==> src/rtl/sql_statement_splitter_defines.svh <==
// assertion macros used by the statement splitter rtl
`ifndef SQL_STATEMENT_SPLITTER_DEFINES_SVH
`define SQL_STATEMENT_SPLITTER_DEFINES_SVH

// condition that must hold at every clock edge out of reset
`define SQLSS_ASSERT_ALWAYS(label, cond) \
    label: assert property (@(posedge i_clk) disable iff (!i_rst_n) (cond)) \
        else $error("sqlss: invariant violated");

// consequence that must hold in the cycle after the antecedent
`define SQLSS_ASSERT_NEXT(label, ante, cons) \
    label: assert property (@(posedge i_clk) disable iff (!i_rst_n) (ante) |=> (cons)) \
        else $error("sqlss: sequence violated");

`endif

==> src/rtl/sqlss_pkg.sv <==
// types, constants and character classes for the statement splitter
package sqlss_pkg;

    localparam int MAX_TAG   = 32;
    localparam int TAG_LEN_W = $clog2(MAX_TAG + 1);
    localparam int TAG_IDX_W = (MAX_TAG > 1) ? $clog2(MAX_TAG) : 1;
    localparam int BYTE_W    = 8;
    localparam int M_TUSER_W = 6;

    localparam logic [BYTE_W-1:0] CH_SQUOTE = 8'h27;
    localparam logic [BYTE_W-1:0] CH_DQUOTE = 8'h22;
    localparam logic [BYTE_W-1:0] CH_SEMI   = 8'h3B;
    localparam logic [BYTE_W-1:0] CH_DOLLAR = 8'h24;
    localparam logic [BYTE_W-1:0] CH_NL     = 8'h0A;
    localparam logic [BYTE_W-1:0] CH_UNDER  = 8'h5F;
    localparam logic [BYTE_W-1:0] CH_DASH   = 8'h2D;
    localparam logic [BYTE_W-1:0] CH_SLASH  = 8'h2F;
    localparam logic [BYTE_W-1:0] CH_STAR   = 8'h2A;
    localparam logic [BYTE_W-1:0] CH_SPACE  = 8'h20;

    typedef enum logic [2:0] {
        RGN_CODE   = 3'd0,
        RGN_SQ     = 3'd1,
        RGN_DQ     = 3'd2,
        RGN_LINE   = 3'd3,
        RGN_BLOCK  = 3'd4,
        RGN_DOLLAR = 3'd5
    } t_region;

    typedef enum logic [10:0] {
        M_CODE   = 11'b000_0000_0001,
        M_SQ     = 11'b000_0000_0010,
        M_DQ     = 11'b000_0000_0100,
        M_LINE   = 11'b000_0000_1000,
        M_BLOCK  = 11'b000_0001_0000,
        M_DOLLAR = 11'b000_0010_0000,
        M_DASH   = 11'b000_0100_0000,
        M_SLASH  = 11'b000_1000_0000,
        M_SQEND  = 11'b001_0000_0000,
        M_STAR   = 11'b010_0000_0000,
        M_TAG    = 11'b100_0000_0000
    } t_lex_mode;

    typedef struct packed {
        t_lex_mode            mode;
        logic                 has_content;
        logic [TAG_LEN_W-1:0] tag_len;
        logic [TAG_LEN_W-1:0] match_pos;
        logic                 cand_ok;
    } t_lex_state;

    typedef struct packed {
        logic [BYTE_W-1:0] out_byte;
        logic              byte_valid;
        t_region           region;
        logic              ends;
        logic              keep;
        logic              ovf;
    } t_lex_result;

    typedef struct packed {
        logic                 en;
        logic [TAG_IDX_W-1:0] addr;
        logic [BYTE_W-1:0]    data;
    } t_tag_wr;

    function automatic logic is_space(input logic [BYTE_W-1:0] c);
        return (c == CH_SPACE) || (c >= 8'd9 && c <= 8'd13);
    endfunction

    function automatic logic is_digit(input logic [BYTE_W-1:0] c);
        return c >= 8'd48 && c <= 8'd57;
    endfunction

    function automatic logic is_ident(input logic [BYTE_W-1:0] c);
        return is_digit(c) || (c >= 8'd65 && c <= 8'd90) ||
               (c >= 8'd97 && c <= 8'd122) || (c == CH_UNDER);
    endfunction

endpackage

==> src/rtl/sqlss_tag_store.sv <==
// generic ram with one write port and a registered read port
module sqlss_tag_store #(
    parameter int WIDTH = 8,
    parameter int DEPTH = 32
) (
    input  logic                     i_clk,
    input  logic                     i_wr_en,
    input  logic [$clog2(DEPTH)-1:0] i_wr_addr,
    input  logic [WIDTH-1:0]         i_wr_data,
    input  logic [$clog2(DEPTH)-1:0] i_rd_addr,
    output logic [WIDTH-1:0]         o_rd_data
);

    logic [WIDTH-1:0] r_mem [DEPTH];
    logic [WIDTH-1:0] r_rd_data;

    // read returns the old contents on a same-address write
    always_ff @(posedge i_clk) begin
        if (i_wr_en) begin
            r_mem[i_wr_addr] <= i_wr_data;
        end
        r_rd_data <= r_mem[i_rd_addr];
    end

    assign o_rd_data = r_rd_data;

endmodule

==> src/rtl/sqlss_lexer.sv <==
// next-state and result logic for one script word
module sqlss_lexer (
    input  logic [sqlss_pkg::BYTE_W-1:0] i_byte,
    input  logic                         i_eos,
    input  sqlss_pkg::t_lex_state        i_state,
    input  logic [sqlss_pkg::BYTE_W-1:0] i_tag_rd_data,
    output sqlss_pkg::t_lex_state        o_state,
    output sqlss_pkg::t_lex_result       o_result,
    output sqlss_pkg::t_tag_wr           o_tag_wr
);
    import sqlss_pkg::*;

    localparam logic [TAG_LEN_W-1:0] LEN_MAX  = TAG_LEN_W'(MAX_TAG);
    localparam logic [TAG_LEN_W-1:0] LEN_MAX1 = TAG_LEN_W'(MAX_TAG - 1);
    localparam logic [TAG_LEN_W-1:0] LEN_ONE  = TAG_LEN_W'(1);

    always_comb begin
        t_lex_state           st;
        t_lex_result          res;
        t_tag_wr              wr;
        logic                 hc;
        logic                 do_code;
        logic                 hit;
        logic [TAG_LEN_W-1:0] mnext;

        st      = i_state;
        res     = '0;
        wr      = '0;
        hc      = i_state.has_content;
        do_code = 1'b0;
        hit     = 1'b0;
        mnext   = '0;

        if (i_eos) begin
            // pending dash or slash was a real character
            if (i_state.mode == M_DASH || i_state.mode == M_SLASH) begin
                hc = 1'b1;
            end
            res.ends        = 1'b1;
            res.keep        = hc;
            st.mode         = M_CODE;
            st.has_content  = 1'b0;
            st.tag_len      = '0;
            st.match_pos    = '0;
            st.cand_ok      = 1'b0;
        end else begin
            res.out_byte   = i_byte;
            res.byte_valid = 1'b1;
            res.region     = RGN_CODE;
            case (i_state.mode)
                M_SQ: begin
                    res.region = RGN_SQ;
                    if (i_byte == CH_SQUOTE) st.mode = M_SQEND;
                end
                M_SQEND: begin
                    // doubled quote stays inside the literal
                    if (i_byte == CH_SQUOTE) begin
                        res.region = RGN_SQ;
                        st.mode    = M_SQ;
                    end else begin
                        do_code = 1'b1;
                    end
                end
                M_DQ: begin
                    res.region = RGN_DQ;
                    if (i_byte == CH_DQUOTE) st.mode = M_CODE;
                end
                M_LINE: begin
                    res.region = RGN_LINE;
                    if (i_byte == CH_NL) st.mode = M_CODE;
                end
                M_BLOCK: begin
                    res.region = RGN_BLOCK;
                    if (i_byte == CH_STAR) st.mode = M_STAR;
                end
                M_STAR: begin
                    res.region = RGN_BLOCK;
                    if (i_byte == CH_SLASH) st.mode = M_CODE;
                    else if (i_byte != CH_STAR) st.mode = M_BLOCK;
                end
                M_DASH: begin
                    if (i_byte == CH_DASH) begin
                        res.region = RGN_LINE;
                        st.mode    = M_LINE;
                    end else begin
                        hc      = 1'b1;
                        do_code = 1'b1;
                    end
                end
                M_SLASH: begin
                    if (i_byte == CH_STAR) begin
                        res.region = RGN_BLOCK;
                        st.mode    = M_BLOCK;
                    end else begin
                        hc      = 1'b1;
                        do_code = 1'b1;
                    end
                end
                M_TAG: begin
                    if (is_ident(i_byte)) begin
                        if (i_state.cand_ok) begin
                            if (i_state.tag_len == LEN_ONE && is_digit(i_byte)) begin
                                st.cand_ok = 1'b0;
                            end else if (i_state.tag_len >= LEN_MAX1) begin
                                // room is needed for the closing dollar too
                                st.cand_ok = 1'b0;
                                res.ovf    = 1'b1;
                            end else begin
                                wr.en      = 1'b1;
                                wr.addr    = i_state.tag_len[TAG_IDX_W-1:0];
                                wr.data    = i_byte;
                                st.tag_len = i_state.tag_len + LEN_ONE;
                            end
                        end
                    end else if (i_byte == CH_DOLLAR && i_state.cand_ok &&
                                 i_state.tag_len < LEN_MAX) begin
                        wr.en        = 1'b1;
                        wr.addr      = i_state.tag_len[TAG_IDX_W-1:0];
                        wr.data      = CH_DOLLAR;
                        st.tag_len   = i_state.tag_len + LEN_ONE;
                        st.match_pos = '0;
                        st.mode      = M_DOLLAR;
                        res.region   = RGN_DOLLAR;
                    end else begin
                        do_code = 1'b1;
                    end
                end
                M_DOLLAR: begin
                    res.region = RGN_DOLLAR;
                    hit = (i_state.match_pos < i_state.tag_len) &&
                          (i_state.match_pos < LEN_MAX) &&
                          (i_tag_rd_data == i_byte);
                    if (hit) begin
                        mnext = i_state.match_pos + LEN_ONE;
                    end else if (i_byte == CH_DOLLAR) begin
                        mnext = LEN_ONE;
                    end else begin
                        mnext = '0;
                    end
                    if (mnext >= i_state.tag_len) begin
                        st.match_pos = '0;
                        st.mode      = M_CODE;
                    end else begin
                        st.match_pos = mnext;
                    end
                end
                default: begin
                    do_code = 1'b1;
                end
            endcase

            if (do_code) begin
                res.region = RGN_CODE;
                if (i_byte == CH_SQUOTE) begin
                    st.mode    = M_SQ;
                    hc         = 1'b1;
                    res.region = RGN_SQ;
                end else if (i_byte == CH_DQUOTE) begin
                    st.mode    = M_DQ;
                    hc         = 1'b1;
                    res.region = RGN_DQ;
                end else if (i_byte == CH_DASH) begin
                    st.mode = M_DASH;
                end else if (i_byte == CH_SLASH) begin
                    st.mode = M_SLASH;
                end else if (i_byte == CH_DOLLAR) begin
                    hc         = 1'b1;
                    wr.en      = 1'b1;
                    wr.addr    = '0;
                    wr.data    = CH_DOLLAR;
                    st.tag_len = LEN_ONE;
                    st.cand_ok = 1'b1;
                    st.mode    = M_TAG;
                end else if (i_byte == CH_SEMI) begin
                    res.ends = 1'b1;
                    res.keep = hc;
                    hc       = 1'b0;
                    st.mode  = M_CODE;
                end else begin
                    st.mode = M_CODE;
                    if (!is_space(i_byte)) hc = 1'b1;
                end
            end
            st.has_content = hc;
        end

        o_state  = st;
        o_result = res;
        o_tag_wr = wr;
    end

endmodule

==> src/rtl/sql_statement_splitter.sv <==
// Streaming SQL statement splitter. Script bytes enter on the slave side one
// word per cycle while the master side is ready and leave on the master side
// unchanged, each tagged with its lexical region (code, single-quoted text,
// double-quoted identifier, line comment, block comment, dollar-quoted body).
// A top-level ';' or an end-of-script word (tuser set) raises tlast, and tuser
// bit 4 then says whether the statement held anything besides whitespace and
// comments. A dollar delimiter longer than MAX_TAG bytes is not an opener and
// flags tag_overflow on the byte that overruns it. Throughput is one word per
// clock with no gaps while the master side is ready; a word passes through the
// input register and the result register on its way to the master side. The
// rate is set by the lexer loop: the state registers and the registered read
// of the delimiter store, addressed with the match position that the next word
// will use, are updated together for each word. The delimiter store needs no
// clearing after reset, so words are taken from the first cycle out of reset.
module sql_statement_splitter (
    input  logic                            i_clk,
    input  logic                            i_rst_n,
    // slave side
    input  logic                            i_s_axis_tvalid,
    output logic                            o_s_axis_tready,
    input  logic [sqlss_pkg::BYTE_W-1:0]    i_s_axis_tdata,   // [7:0] data_byte
    input  logic                            i_s_axis_tuser,   // [0] end_of_script
    // master side
    output logic                            o_m_axis_tvalid,
    input  logic                            i_m_axis_tready,
    output logic [sqlss_pkg::BYTE_W-1:0]    o_m_axis_tdata,   // [7:0] out_byte
    output logic                            o_m_axis_tlast,   // ends_statement
    output logic [sqlss_pkg::M_TUSER_W-1:0] o_m_axis_tuser    // [0] byte_valid,
                                                              // [3:1] region,
                                                              // [4] keep_statement,
                                                              // [5] tag_overflow
);
    import sqlss_pkg::*;

    `include "sql_statement_splitter_defines.svh"

    // input register
    logic              r_in_valid;
    logic [BYTE_W-1:0] r_in_byte;
    logic              r_in_eos;

    // lexer state
    t_lex_state r_state;
    t_lex_state n_state;

    // result register
    logic        r_out_valid;
    t_lex_result r_out;
    t_lex_result w_result;

    t_tag_wr              w_tag_wr;
    t_tag_wr              w_tag_wr_gated;
    logic [TAG_IDX_W-1:0] w_tag_rd_addr;
    logic [BYTE_W-1:0]    w_tag_rd_data;

    logic w_adv;   // result register can take a word this cycle
    logic w_fire;  // input register word is processed this cycle
    logic w_take;  // slave handshake

    assign w_adv           = !r_out_valid || i_m_axis_tready;
    assign w_fire          = r_in_valid && w_adv;
    assign o_s_axis_tready = !r_in_valid || w_adv;
    assign w_take          = i_s_axis_tvalid && o_s_axis_tready;

    always_ff @(posedge i_clk) begin
        if (!i_rst_n) begin
            r_in_valid <= 1'b0;
        end else if (w_take) begin
            r_in_valid <= 1'b1;
        end else if (w_fire) begin
            r_in_valid <= 1'b0;
        end
    end

    always_ff @(posedge i_clk) begin
        if (w_take) begin
            r_in_byte <= i_s_axis_tdata;
            r_in_eos  <= i_s_axis_tuser;
        end
    end

    // read address tracks the match position the state register will hold,
    // so the stored byte is ready when the next word reaches the lexer
    assign w_tag_rd_addr = w_fire ? n_state.match_pos[TAG_IDX_W-1:0] :
                                    r_state.match_pos[TAG_IDX_W-1:0];

    // delimiter store
    sqlss_tag_store #(
        .WIDTH (BYTE_W),
        .DEPTH (MAX_TAG)
    ) u_tag_store (
        .i_clk     (i_clk),
        .i_wr_en   (w_tag_wr_gated.en),
        .i_wr_addr (w_tag_wr_gated.addr),
        .i_wr_data (w_tag_wr_gated.data),
        .i_rd_addr (w_tag_rd_addr),
        .o_rd_data (w_tag_rd_data)
    );

    sqlss_lexer u_lexer (
        .i_byte        (r_in_byte),
        .i_eos         (r_in_eos),
        .i_state       (r_state),
        .i_tag_rd_data (w_tag_rd_data),
        .o_state       (n_state),
        .o_result      (w_result),
        .o_tag_wr      (w_tag_wr)
    );

    always_comb begin
        w_tag_wr_gated    = w_tag_wr;
        w_tag_wr_gated.en = w_tag_wr.en && w_fire;
    end

    always_ff @(posedge i_clk) begin
        if (!i_rst_n) begin
            r_state.mode        <= M_CODE;
            r_state.has_content <= 1'b0;
            r_state.tag_len     <= '0;
            r_state.match_pos   <= '0;
            r_state.cand_ok     <= 1'b0;
        end else if (w_fire) begin
            r_state <= n_state;
        end
    end

    always_ff @(posedge i_clk) begin
        if (!i_rst_n) begin
            r_out_valid <= 1'b0;
        end else if (w_adv) begin
            r_out_valid <= r_in_valid;
        end
    end

    always_ff @(posedge i_clk) begin
        if (w_fire) begin
            r_out <= w_result;
        end
    end

    assign o_m_axis_tvalid = r_out_valid;
    assign o_m_axis_tdata  = r_out.out_byte;
    assign o_m_axis_tlast  = r_out.ends;
    assign o_m_axis_tuser  = {r_out.ovf, r_out.keep, r_out.region, r_out.byte_valid};

    // stored delimiter never exceeds the store
    `SQLSS_ASSERT_ALWAYS(a_tag_len_bound, r_state.tag_len <= TAG_LEN_W'(MAX_TAG))
    // inside a dollar body the partial match is always short of the delimiter
    `SQLSS_ASSERT_ALWAYS(a_match_short,
        (r_state.mode != M_DOLLAR) || (r_state.match_pos < r_state.tag_len))
    // end of script returns the lexer to a clean code state
    `SQLSS_ASSERT_NEXT(a_eos_clears, w_fire && r_in_eos,
        (r_state.mode == M_CODE) && !r_state.has_content && (r_state.tag_len == '0))
    // an end-of-script word always closes a statement
    `SQLSS_ASSERT_ALWAYS(a_eos_ends, !r_out_valid || r_out.byte_valid || r_out.ends)

endmodule
==> config.mk <==
export PLATFORM = sky130hd
export DESIGN_NAME = sql_statement_splitter
export DESIGN_NICKNAME = d
export VERILOG_FILES = /design/src/rtl/sqlss_pkg.sv /design/src/rtl/sqlss_tag_store.sv /design/src/rtl/sqlss_lexer.sv /design/src/rtl/sql_statement_splitter.sv
export VERILOG_INCLUDE_DIRS = /design/src /design/src/rtl
export SDC_FILE = /design/constraint.sdc
export NUM_CORES = 1
export LEC_CHECK = 0
export BUFFER_PORTS_ARGS = -buffer_cell sky130_fd_sc_hd__buf_2
export CAP_MARGIN = 20
export CORE_ASPECT_RATIO = 1.4
export CORE_MARGIN = 2
export CORE_UTILIZATION = 35
export DETAILED_ROUTE_END_ITERATION = 10
export PLACE_DENSITY = 0.57
export SKIP_LAST_GASP = 1
export SLEW_MARGIN = 40
export SYNTH_ARGS = -nofsm -noshare
export SYNTH_HDL_FRONTEND = slang
export SYNTH_SLANG_ARGS = --single-unit
==> constraint.sdc <==
create_clock -name i_clk -period 8 [get_ports i_clk]
set_clock_uncertainty 0.2 [all_clocks]
set_input_delay 0.4 -clock i_clk [delete_from_list [all_inputs] [get_ports i_clk]]
set_output_delay 0.4 -clock i_clk [all_outputs]
set_load 0.01 [all_outputs]
# After elaboration in Yosys (flattened, before gate mapping)
# Memories as Yosys holds them, arrays and structs flattened. A register that Yosys moved wholly into a read port is not among the register bits.
# Index checks and enable logic that the tools add are counted.
# Widths: inputs -> output; s select.
[totals]
register_bits = 51
mem_bits_rw = 256
in_bits = 13
output_inout_bits = 17
n_memories = 1
[classes]
n_addsub = 2
magnitude_cmp = 13
eq_ne = 36
mux = 105
bitwise_logic = 3
n_reduce_logical = 29
[mem_list]
columns = ["memory", "words", "width", "rd", "rd_clocked_by_memory_dff", "write_ports", "line", "source"]
rows = [
  ["u_tag_store.r_mem", 32, 8, 1, 1, 1, "sqlss_tag_store.sv:14", "logic [WIDTH-1:0] r_mem [DEPTH];"],
]
[ops]
columns = ["cell", "count"]
rows = [
  ["$mux 11", 18],
  ["$mux 14", 13],
  ["$pmux 11 s10", 1],
  ["$mux 6", 16],
  ["$eq 8x6->1 const B", 8],
  ["$mux 1", 36],
  ["$ne 4x2->1 const B", 7],
  ["$pmux 3 s9", 1],
  ["$mux 25", 1],
  ["$ge 8x7->1 const B", 2],
  ["$le 8x7->1 const B", 2],
  ["$mux 2", 8],
  ["$reduce_and 13->1", 1],
  ["$add 6x1->6 const B", 2],
  ["$logic_and 1x1->1", 12],
  ["$lt 6x6->1 const B", 2],
  ["$mux 12", 1],
  ["$mux 3", 4],
  ["$ne 4x4->1 const B", 3],
  ["$pmux 6 s2", 1],
  ["$reduce_bool 12->1", 1],
  ["$eq 11x10->1 const B", 1],
  ["$eq 11x11->1 const B", 1],
  ["$eq 11x2->1 const B", 1],
  ["other kinds (35)", 45],
]

# Logic depth before layout (Yosys ltp)
# Gate-level depths: netlist of the first run.
[depth]
depth_word = 17
ltp_mapped = 22
depth_no_buf = 18

# Modules after synthesis
# A second synthesis of the first run with hierarchy kept.
[unflattened]
cells_unflattened = 898
hier_area_um2 = 14188.6
[modules_own_cells]
columns = ["module", "instances", "cells_per_inst", "area_per_inst_um2"]
rows = [
  ["sqlss_tag_store", 1, 417, 10053.4],
  ["sqlss_lexer", 1, 332, 2249.7],
  ["sql_statement_splitter", 1, 149, 1885.6],
]

# Worst setup path before layout of the first run
# OpenSTA, ideal clock, no wires.
[synth_path]
path_kind = "register to register"
start = "register r_in_byte[5]"
end = "register u_tag_store.r_rd_data[5] (netlist: u_tag_store.o_rd_data[5]), read port of u_tag_store.r_mem"
t_arrival_ps = 4070
path_slack_ps = 3642
stages_incl_launch_ff = 18
n_path_buf = 2
path_cell_list = "edfxtp_1 clkbuf_1 xor2_1 a2111oi_0 and3_1 nand2_1 nor2_1 a21oi_1 ha_1 nand2b_1 a31oi_1 o2111a_1 nand4_1 nand2_1 buf_2 mux2_2 a22o_1 nor4_2"
[synth_between]
elab_chain_len = 10
[synth_rtl]
columns = ["element", "line", "source"]
rows = [
  ["start: declaration", "sql_statement_splitter.sv:39", "logic [BYTE_W-1:0] r_in_byte;"],
  ["start signal: assignment", "sql_statement_splitter.sv:77", "r_in_byte <= i_s_axis_tdata;"],
  ["$eq 8x6->1 / $eq 8x8->1 (equally long branches)", "sqlss_lexer.sv:115, sqlss_lexer.sv:135, sqlss_lexer.sv:132", ""],
  ["$mux 1 / $logic_and 1x1->1 (equally long branches)", "sqlss_lexer.sv:135, sqlss_lexer.sv:131", ""],
  ["$mux 6", "sqlss_lexer.sv:133", "if (hit) begin"],
  ["$mux 6", "sqlss_lexer.sv:50", "case (i_state.mode)"],
  ["$mux 6", "sqlss_lexer.sv:34", "if (i_eos) begin"],
  ["$ge 6x6->1", "sqlss_lexer.sv:140", "if (mnext >= i_state.tag_len) begin"],
  ["$mux 6", "sqlss_lexer.sv:140", ""],
  ["$pmux 6 s2 *", "sqlss_lexer.sv:50", ""],
  ["$mux 25 *", "sqlss_lexer.sv:34", ""],
  ["$mux 5 *", "sql_statement_splitter.sv:84", "assign w_tag_rd_addr = w_fire ? n_state.match_pos[TAG_IDX_W-1:0] :"],
  ["end: declaration", "sqlss_tag_store.sv:15", "logic [WIDTH-1:0] r_rd_data;"],
]
# Every way passes the cells marked *; elsewhere a longest branch is shown, timed or not. The select of a mux whose other input is x is not followed.
# A chain may end at the register's enable or synchronous reset.

# Worst setup path in the final report of the first run
[layout_path]
start = "register r_in_byte[0]"
end = "register u_tag_store.r_rd_data[4] (netlist: u_tag_store.o_rd_data[4]), read port of u_tag_store.r_mem"
# Same word-level chain as after synthesis.

==> flow_metrics.tcl, run 1 <==
set metrics [dict create \
    outcome "finished clean" \
    cts_buffers 31 \
    crit_required_ns 8.27 \
    arrival_ns 6.28 \
    grt_pass1_wl_mm 56.7 \
    grt_pass1_vias 9246 \
    cap_violations 0 \
    areaGrowthSynthToFinish_pct 13.8 \
    critPathMaxFanout 31 \
    cts_tree "built" \
    synth_warnings 0 \
    power_mw 3.38 \
    maxSlewHeadroom_pct 46.2 \
    synth_area_leader_cell "edfxtp_1" \
    wl_per_cell_um 21.7 \
    slew_viol_final 0 \
    viasPerCell 5.32 \
    n_antenna_cell 0 \
    critPathCaptureType "flop" \
    period_share_pct 75.1 \
    hold_viol_final 0 \
    yosys-top-cells-area "edfxtp_1 59%, mux2i_1 6.3%, dfxtp_1 4.9%, nand2_1 2.5%, nor2_1 2.0%" \
    hold_path_class "flop to flop" \
    critPathTopFamily "simple AND/OR/NAND/NOR gates" \
    synth_edf_count 280 \
    fmax_mhz 166 \
    vias 9092 \
    fp.dieW_um 174 \
    die-area_um2 42200 \
    core_area_um2 40200 \
    io_pins 30 \
    antenna_left 0 \
    clk_pin_slew_worst_paths_ns 0.07 \
    syn_avg_cell_area_um2 12.9 \
    slowest_delay_ns 0.58 \
    hold_start "r_in_valid" \
    finalSetupViolations 0 \
    synth_top_cell_area_share_pct 59.2 \
    r2r_slack_ns 1.99 \
    startpoint "r_in_byte[0]" \
    rsz0062_at_grt "false" \
    p_leak_nw 5.58 \
    async_flop_share_pct 0 \
    synthFlopType "edfxtp_1" \
    clockBufferDepth 3 \
    first_iter_violations 715 \
    yosysUniqueCellTypes 74 \
    tightest_slew_ns 0.807 \
    power.density_nw_per_um2 209 \
    gp_congestion 0.909 \
    ys_seq_elements 315 \
    start_util_pct 35.3 \
    antenna_found_initial 0 \
    cts-root-buf "clkbuf_16" \
    die_y_um 242 \
    htree_levels 1 \
    fillers 3741 \
    nets 1180 \
    grt_max_degree 44 \
    port_buffers 29 \
    synthesis.area_um2 14200 \
    dp_hpwl_mm 25.2 \
    grt_util_all_layers_pct 17.5 \
    rows 87 \
    crit_chain "xor2_1 -> nor4_1 -> and3_1 -> nand2_1 -> a21oi_1 -> ha_1 -> a21o_1 -> a21oi_1 -> o2111a_1 -> nand4_1 -> buf_4 -> nand2_2 -> buf_4 -> mux2_2 -> a22o_1 -> nor4_2" \
    totalWireLength_mm 37.0 \
    cp-start-kind "flop" \
    drive_gt1_share_pct 12.2 \
    grt_remaining_overflow 0 \
    fin_util_pct 40.2 \
    synthCells 1100 \
    min_period_ns 6.01 \
    finalSetupTns_ns 0 \
    clock_latency_ns 0.58 \
    cts.repair.resized 0 \
    cp_slowest_cell "edfxtp_1" \
    path_class "flop to flop" \
    clock_sinks 315 \
    ir_drop_mv 0.126 \
    first_pass_iters 7 \
    drc 0 \
    yosysSeqAreaShare_pct 64.2 \
    r2r_start "r_in_byte[0]" \
    crit_buf_inv 2 \
]
routing by layer:
layer	up-vias	part of all wire (%)	track usage (%)
li1	4281	-	-
met2	237	53	32.4
met4	0	3.4	6.70
met5	-	0	0
met1	4508	40	20.3
met3	66	4.2	2.34
final timing paths:
| kind | to | depth (start not counted) |
|---|---|---|
| max | u_tag_store.o_rd_data[4] | 16 |
| min | o_m_axis_tvalid | 2 |
| min reg2reg | o_m_axis_tvalid | 2 |
| max reg2reg | u_tag_store.o_rd_data[4] | 16 |
power breakdown:
group,internal (mW),total [mW],switching [mW]
Combinational,0.0213,0.0586,0.0373
Sequential,1.78,1.79,0.00887
Clock,0.901,1.54,0.637
Total,2.70,3.38,0.684
cell usage after synthesis, drive strengths merged (12+ instances only):
library cell,count
a211oi,25
a21oi,45
and2,12
and3,32
buf,23
clkbuf,48
dfxtp,35
edfxtp,280
ha,16
inv,12
mux2,15
mux2i,90
nand2,94
nand2b,16
nand3,45
nor2,74
nor3,19
nor4,20
o211ai,13
o21ai,32
area by class of cell:
cell class	count	area, um^2	area share (%)
clock buffers	32	779	4.83
repair buffers	58	395	2.45
clock inverters	24	283	1.75
inverters	13	50.0	0.310
well taps	534	668	4.14
flip-flops and latches	315	9110	56.4
multi-input cells	732	4860	30.1
state kept, by name, indices dropped and copies added, names as in the netlist:
name	count
o_m_axis_tdata	8
o_m_axis_tlast	1
o_m_axis_tuser	6
o_m_axis_tvalid	1
r_in_byte	8
r_in_eos	1
r_in_valid	1
r_state	25
u_tag_store.o_rd_data	8
u_tag_store.r_mem	256
per-stage QoR:
stage               setup slack, ns  area, um^2  hold WS (ns)  instances
detailed placement             2.01       14900         0.293       1639
floorplan                      3.64       14300         0.257       1131
CTS                            1.97       16100         0.300       1708
global placement               1.85       14900         0.270       1638
global route                   1.52       16100         0.322       1708
finish                         1.99       16100         0.304       1708
kinds of logic (layout without fill, tap and decap cells):
family | count (synthesis) | in the layout | synth area share [%]
xor gates and xnor gates | 15 | 15 | 0.926
AOI/OAI and AO/OA | 199 | 199 | 9.55
buffers and inverters | 84 | 127 | 2.77
adders and majority gates | 16 | 16 | 1.41
and+or+nand+nor | 365 | 365 | 13.6
other | 1 | 32 | 0.0264
muxes | 105 | 105 | 7.54
DFF | 315 | 315 | 64.2
worst min-delay path: cells and delay by family, from the launching register on:
kind	cells	cell delay, ns
buf+inv	1	0.07
flops	1	0.33
compound gates	1	0.06
cell usage in the layout, fill, tap and decap left out, drive strengths merged, types with 4 or more instances in the layout:
cell and count:
dfxtp 35, bufinv 6, o22ai 11, nor4b 5, xnor2 5, a32oi 9, nor2 74, o21a 5
nand2b 16, mux2i 90, dlygate4sd3 13, xor2 10, buf 45, and2 12, a21oi 45, nor4 20
a21o 5, nand3 45, or3 4, a22o 8, nor3b 5, nand4 8, nor3 19, clkinv 13
ha 16, nand2 94, inv 14, conb 32, clkinvlp 4, o21ai 32, edfxtp 280, mux2 15
o2111ai 6, a211oi 25, clkbuf 32, a31oi 9, and3 32, nor2b 11, o211ai 13
repair_timing:
item | CTS | global route
buffers inserted | 0 | 0
hold endpoints to repair | 15 | 0
hold buffers | 13 | 0
Note: power is estimated with default switching activity, not from simulation.
==> run 2: changes to the inputs <==
Clock period 8 ns to 5.6 ns, I/O delays scaled along.
==> run 2 against run 1 <==
  * Fmax increased by 14%
  * Critical path depth grew 1
  * Utilization rose by 0.64 points
  * Clock power is 38% higher
  * Sequential cell count unchanged
  * Design area grew 1.6%
  * Cell count grew 2.2%
  * First-iteration DRC count shrank 14%
  * Die area stayed put
  * Wire length down 2.9%
  * Total power up 41%
  * Largest cell class unchanged
  * Largest power group unchanged
==> flow_metrics.tcl, run 2 (synthesis gave the netlist of run 1 again) <==
set metrics [dict create \
    port_buffers 29 \
    wl_per_cell_um 20.6 \
    final_cells 1745 \
    nets 1215 \
    globalRouteMet1Util_pct 19.8 \
    crit_top_cell "a21oi_1" \
    r2r_start "r_in_byte[6]" \
    maxSlewHeadroom_pct 45.5 \
    final_cell_mix "280 x edfxtp_1, 93 x nand2_1, 90 x mux2i_1, 71 x nor2_1, 48 x buf_4" \
    path_class "flop to flop" \
    ir_drop_mv 0.171 \
    met3_usage_pct 1.87 \
    grt_use_met2_pct 30.7 \
    min_period_ns 5.29 \
    busiest_layer "met2" \
    cts-root-buf "clkbuf_16" \
    finalSetupTns_ns 0 \
    dpl.cell_count 1674 \
    totalWireLength_mm 36.0 \
    grt_util_all_layers_pct 16.9 \
    antenna_found_initial 0 \
    startpoint "r_in_byte[6]" \
    cap_violations 0 \
    critPathMaxFanout 21 \
    p_leak_nw 5.73 \
    p_switching_mw 0.956 \
    dp_hpwl_mm 24.6 \
    start_util_pct 35.3 \
    reg.largest.list "u_tag_store.r_mem: 256 flops, r_state: 25 flops" \
    clock_latency_ns 0.57 \
    clk_pin_slew_worst_paths_ns 0.06 \
    first_pass_iters 5 \
    fin_area_um2 16400 \
    cts_tree "built" \
    io_pins 30 \
    slew_viol_final 0 \
    crit_chain "xor2_1 -> nor4_1 -> and3_1 -> nand2_1 -> nor2_1 -> a21oi_1 -> ha_1 -> nand2b_1 -> a31oi_1 -> o2111a_1 -> nand4b_1 -> and3_2 -> buf_12 -> a311oi_1 -> o211ai_1 -> nand4_1 -> a21oi_1" \
    pwr-share-clk_pct 44.6 \
    clock_sinks 315 \
    rsz0062_at_grt "false" \
    first_iter_violations 617 \
    slowest_delay_ns 0.59 \
    die-area_um2 42200 \
    grt_pass1_wl_mm 55.3 \
    gp_congestion 0.906 \
    grt_pass1_vias 9224 \
    fin_util_pct 40.8 \
    die_y_um 242 \
    fp.dieW_um 174 \
    r2r_slack_ns 0.31 \
    post_dp_cell_area_um2 15200 \
    tightest_slew_ns 0.811 \
    cts_buffers 31 \
    grt_max_degree 62 \
    areaGrowthSynthToFinish_pct 15.6 \
    whs_ns 0.218 \
    period_share_pct 94.4 \
    clockBufferDepth 3 \
    final_common_cell "edfxtp_1" \
    grt_remaining_overflow 0 \
    cp-start-kind "flop" \
    vias 9201 \
    drc 0 \
    crit_buf_inv 1 \
    hold_start "i_s_axis_tdata[3]" \
    largest_reg_flops 256 \
    internal-power_mw 3.82 \
    pwr-share-seq_pct 53.4 \
    htree_levels 1 \
    critPathCaptureType "flop" \
    core_area_um2 40200 \
    power.density_nw_per_um2 291 \
    n_antenna_cell 0 \
    p_sw_share_pct 20.0 \
    arrival_ns 5.53 \
    cts.repair.resized 0 \
    power.share.combinational_pct 2.0 \
    outcome "finished clean" \
    finalSetupViolations 0 \
    crit_required_ns 5.84 \
    fmax_mhz 189 \
    hold_viol_final 0 \
    drive_gt1_share_pct 14.7 \
    viasPerCell 5.27 \
    largest_register "u_tag_store.r_mem" \
    rows 87 \
    cp_slowest_cell "nor4_1" \
    critPathTopFamily "simple AND/OR/NAND/NOR gates" \
    antenna_left 0 \
    hold_path_class "input pin to flop" \
]
==> run 2: changes by cell type in the layout (fill, tap and decap cells not counted), moves of 3 or more <==
cell | previous run | this run
buf_12 | 0 | 3
clkinvlp_4 | 4 | 1
clkbuf_1 | 1 | 5
clkbuf_8 | 0 | 3
buf_4 | 16 | 48
and2_2 | 1 | 4
==> run 2: final timing paths <==
path	end	cells after the start
max	u_tag_store.o_rd_data[6]	17
min	r_in_byte[3]	2
max reg2reg	u_tag_store.o_rd_data[6]	17
min reg2reg	r_state[12]	2
==> run 2: what timing repair did <==
item	4_1_cts	5_1_grt
hold endpoints to repair	15	0
hold buffers	13	0
setup buffers	0	0
==> run 2: worst register-to-register path, stage by stage, from the launching register on <==
cell	delay, ns
edfxtp_1	0.51
xor2_1	0.21
nor4_1	0.59
and3_1	0.37
nand2_1	0.17
nor2_1	0.14
a21oi_1	0.06
ha_1	0.27
nand2b_1	0.14
a31oi_1	0.30
o2111a_1	0.31
nand4b_1	0.13
and3_2	0.46
buf_12	0.26
a311oi_1	0.48
o211ai_1	0.30
nand4_1	0.19
a21oi_1	0.08
==> run 2: final cells by class <==
cell class / instances / area, um^2
clock buffers: 39 / 836
clock inverters: 19 / 206
fillers: 3705 / 23800
inverters: 13 / 48.8
multi-input cells: 732 / 4840
flip-flops and latches: 315 / 9110
well taps: 534 / 668
repair buffers: 93 / 696
==> run 2: metal layers <==
metal | wire length (um) | part of all wire [%] | vias to the layer above
met5 | 0 | 0 | -
met4 | 1760 | 4.9 | 0
met3 | 1210 | 3.4 | 73
met2 | 18700 | 52 | 249
met1 | 14300 | 40 | 4520
li1 | - | - | 4359
==> run 2: power groups by stage <==
stage | logic, mW | clock network, mW | registers [mW]
2_1_floorplan | 0.0497 | 0 | 2.60
4_1_cts | 0.0949 | 2.18 | 2.55
3_5_place_dp | 0.0874 | 0 | 2.60
6_report | 0.0954 | 2.13 | 2.55
5_1_grt | 0.105 | 2.27 | 2.54
3_3_place_gp | 0.0870 | 0 | 2.60
==> run 2: per-stage QoR <==
step,power (mW),worst slack [ns]
6_report,4.77,0.312
5_1_grt,4.92,0.0792
4_1_cts,4.82,0.305
3_5_place_dp,2.68,0.344
3_3_place_gp,2.68,0.330
2_1_floorplan,2.65,1.24
==> run 3: changes to the inputs <==
Settings changed: PLACE_DENSITY 0.57 to 0.58.
Clock period 5.6 ns to 4.8 ns, I/O delays scaled along.
==> run 3 against run 2 <==
  * Sequential share of layout area is 1.6 points lower
  * Clock power is 20% higher
  * Critical path depth is 1 higher
  * Total power is 18% higher
==> flow_metrics.tcl, run 3 (synthesis gave the netlist of run 1 again) <==
set metrics [dict create \
    finalSetupTns_ns 0 \
    cts-root-buf "clkbuf_16" \
    hold_viol_final 0 \
    cap_violations 0 \
    drive_gt1_share_pct 18.6 \
    period_share_pct 94.5 \
    finalSetupViolations 0 \
    io_pins 30 \
    first_iter_violations 647 \
    fillers 3676 \
    maxSlewHeadroom_pct 48.1 \
    htree_levels 1 \
    final_common_cell "edfxtp_1" \
    post-place-ws_ns -0.116 \
    clock_latency_ns 0.59 \
    gp_congestion 0.910 \
    whs_ns 0.175 \
    fin_area_um2 16900 \
    die-area_um2 42200 \
    fin_util_pct 42.1 \
    path_class "flop to flop" \
    final_cell_mix "280 x edfxtp_1, 95 x buf_4, 93 x nand2_1, 90 x mux2i_1, 73 x nor2_1" \
    largest_reg_flops 256 \
    viasPerCell 5.26 \
    slew_viol_final 0 \
    cts_buffers 31 \
    crit_chain "inv_1 -> ha_1 -> a2111oi_2 -> and3_1 -> nand2_1 -> nor2_1 -> a21oi_1 -> ha_1 -> nand2b_1 -> a31oi_2 -> o211a_1 -> nand3_2 -> a21oi_4 -> buf_4 -> mux2i_1 -> mux2_2 -> a22o_1 -> nor4_2" \
    crit_top_cell "ha_1" \
    crit_required_ns 5.09 \
    grt_max_degree 33 \
    cp_slowest_cell "dfxtp_1" \
    nets 1266 \
    min_period_ns 4.54 \
    drc 0 \
    power.density_nw_per_um2 334 \
    vias 9434 \
    reg.largest.list "u_tag_store.r_mem: 256 flops, r_state: 25 flops" \
    ir_drop_mv 0.227 \
    grt_pass1_vias 9510 \
    first_pass_iters 5 \
    clock_sinks 315 \
    p_leak_nw 6.01 \
    largest_register "u_tag_store.r_mem" \
    outcome "finished clean" \
    power_mw 5.64 \
    critPathTopFamily "compound AO/OA/AOI/OAI gates" \
    totalWireLength_mm 38.2 \
    fmax_mhz 220 \
    n_antenna_cell 0 \
    final_cells 1795 \
    fin_ws_ns 0.263 \
    fp.dieW_um 174 \
    arrival_ns 4.82 \
    antenna_left 0 \
    areaGrowthSynthToFinish_pct 19.0 \
    core_area_um2 40200 \
    clockBufferDepth 3 \
    grt_remaining_overflow 0 \
    tightest_slew_ns 0.774 \
    hold_path_class "input pin to flop" \
    post_dp_cell_area_um2 15700 \
    clk_pin_slew_worst_paths_ns 0.06 \
    critPathCaptureType "flop" \
    wl_per_cell_um 21.3 \
    slowest_delay_ns 0.35 \
    start_util_pct 35.3 \
    grt_util_all_layers_pct 18.1 \
    critPathMaxFanout 8 \
    die_y_um 242 \
    grt_pass1_wl_mm 58.3 \
    cts_tree "built" \
    port_buffers 29 \
    dpl.cell_count 1724 \
    cp-start-kind "flop" \
    crit_buf_inv 2 \
    rows 87 \
    dp_hpwl_mm 26.5 \
    antenna_found_initial 0 \
]
## run 3: per-layer routing
| metal | track usage [%] | vias up | part of all wire, % | routed length, um |
|---|---|---|---|---|
| li1 | - | 4457 | - | - |
| met3 | 2.29 | 85 | 3.9 | 1480 |
| met2 | 34.3 | 233 | 55 | 20900 |
| met1 | 20.1 | 4659 | 37 | 14300 |
| met5 | 0 | - | 0 | 0 |
| met4 | 7.59 | 0 | 4.2 | 1590 |
## run 3: worst paths after layout
| path | start | end | slack, ns | depth (start not counted) |
|---|---|---|---|---|
| worst min-delay path | i_s_axis_tdata[0] | r_in_byte[0] | 0.18 | 2 |
| worst max-delay path | r_state[12] | u_tag_store.o_rd_data[5] | 0.26 | 18 |
| worst min register to register | r_state[12] | r_state[12] | 0.30 | 2 |
| worst max register to register | r_state[12] | u_tag_store.o_rd_data[5] | 0.26 | 18 |
## run 3: cell type report
type                            count  area [um^2]  area share (%)
Tap cell                          534          668            3.95
Multi-Input combinational cell    732         4870            28.8
Sequential cell                   315         9110            53.9
Clock inverter                     20          250            1.48
Clock buffer                       37          818            4.84
Timing Repair Buffer              144         1130            6.68
Inverter                           13         48.8           0.289
## run 3: repair_timing
| item | 4_1_cts | 5_1_grt |
|---|---|---|
| hold buffers | 13 | 0 |
| endpoints found under the setup margin | 5 | 8 |
| hold endpoints to repair | 15 | 0 |
| resized for setup | 4 | 5 |
| setup buffers | 0 | 1 |
| pin swaps | 1 | 1 |
## run 3: where the power goes
group	leakage [nW]	internal (mW)	total (mW)	switching, mW
clock	0.509	1.49	2.55	1.06
combinational	2.44	0.0425	0.114	0.0711
sequential	3.06	2.96	2.97	0.0115
total	6.01	4.49	5.64	1.15
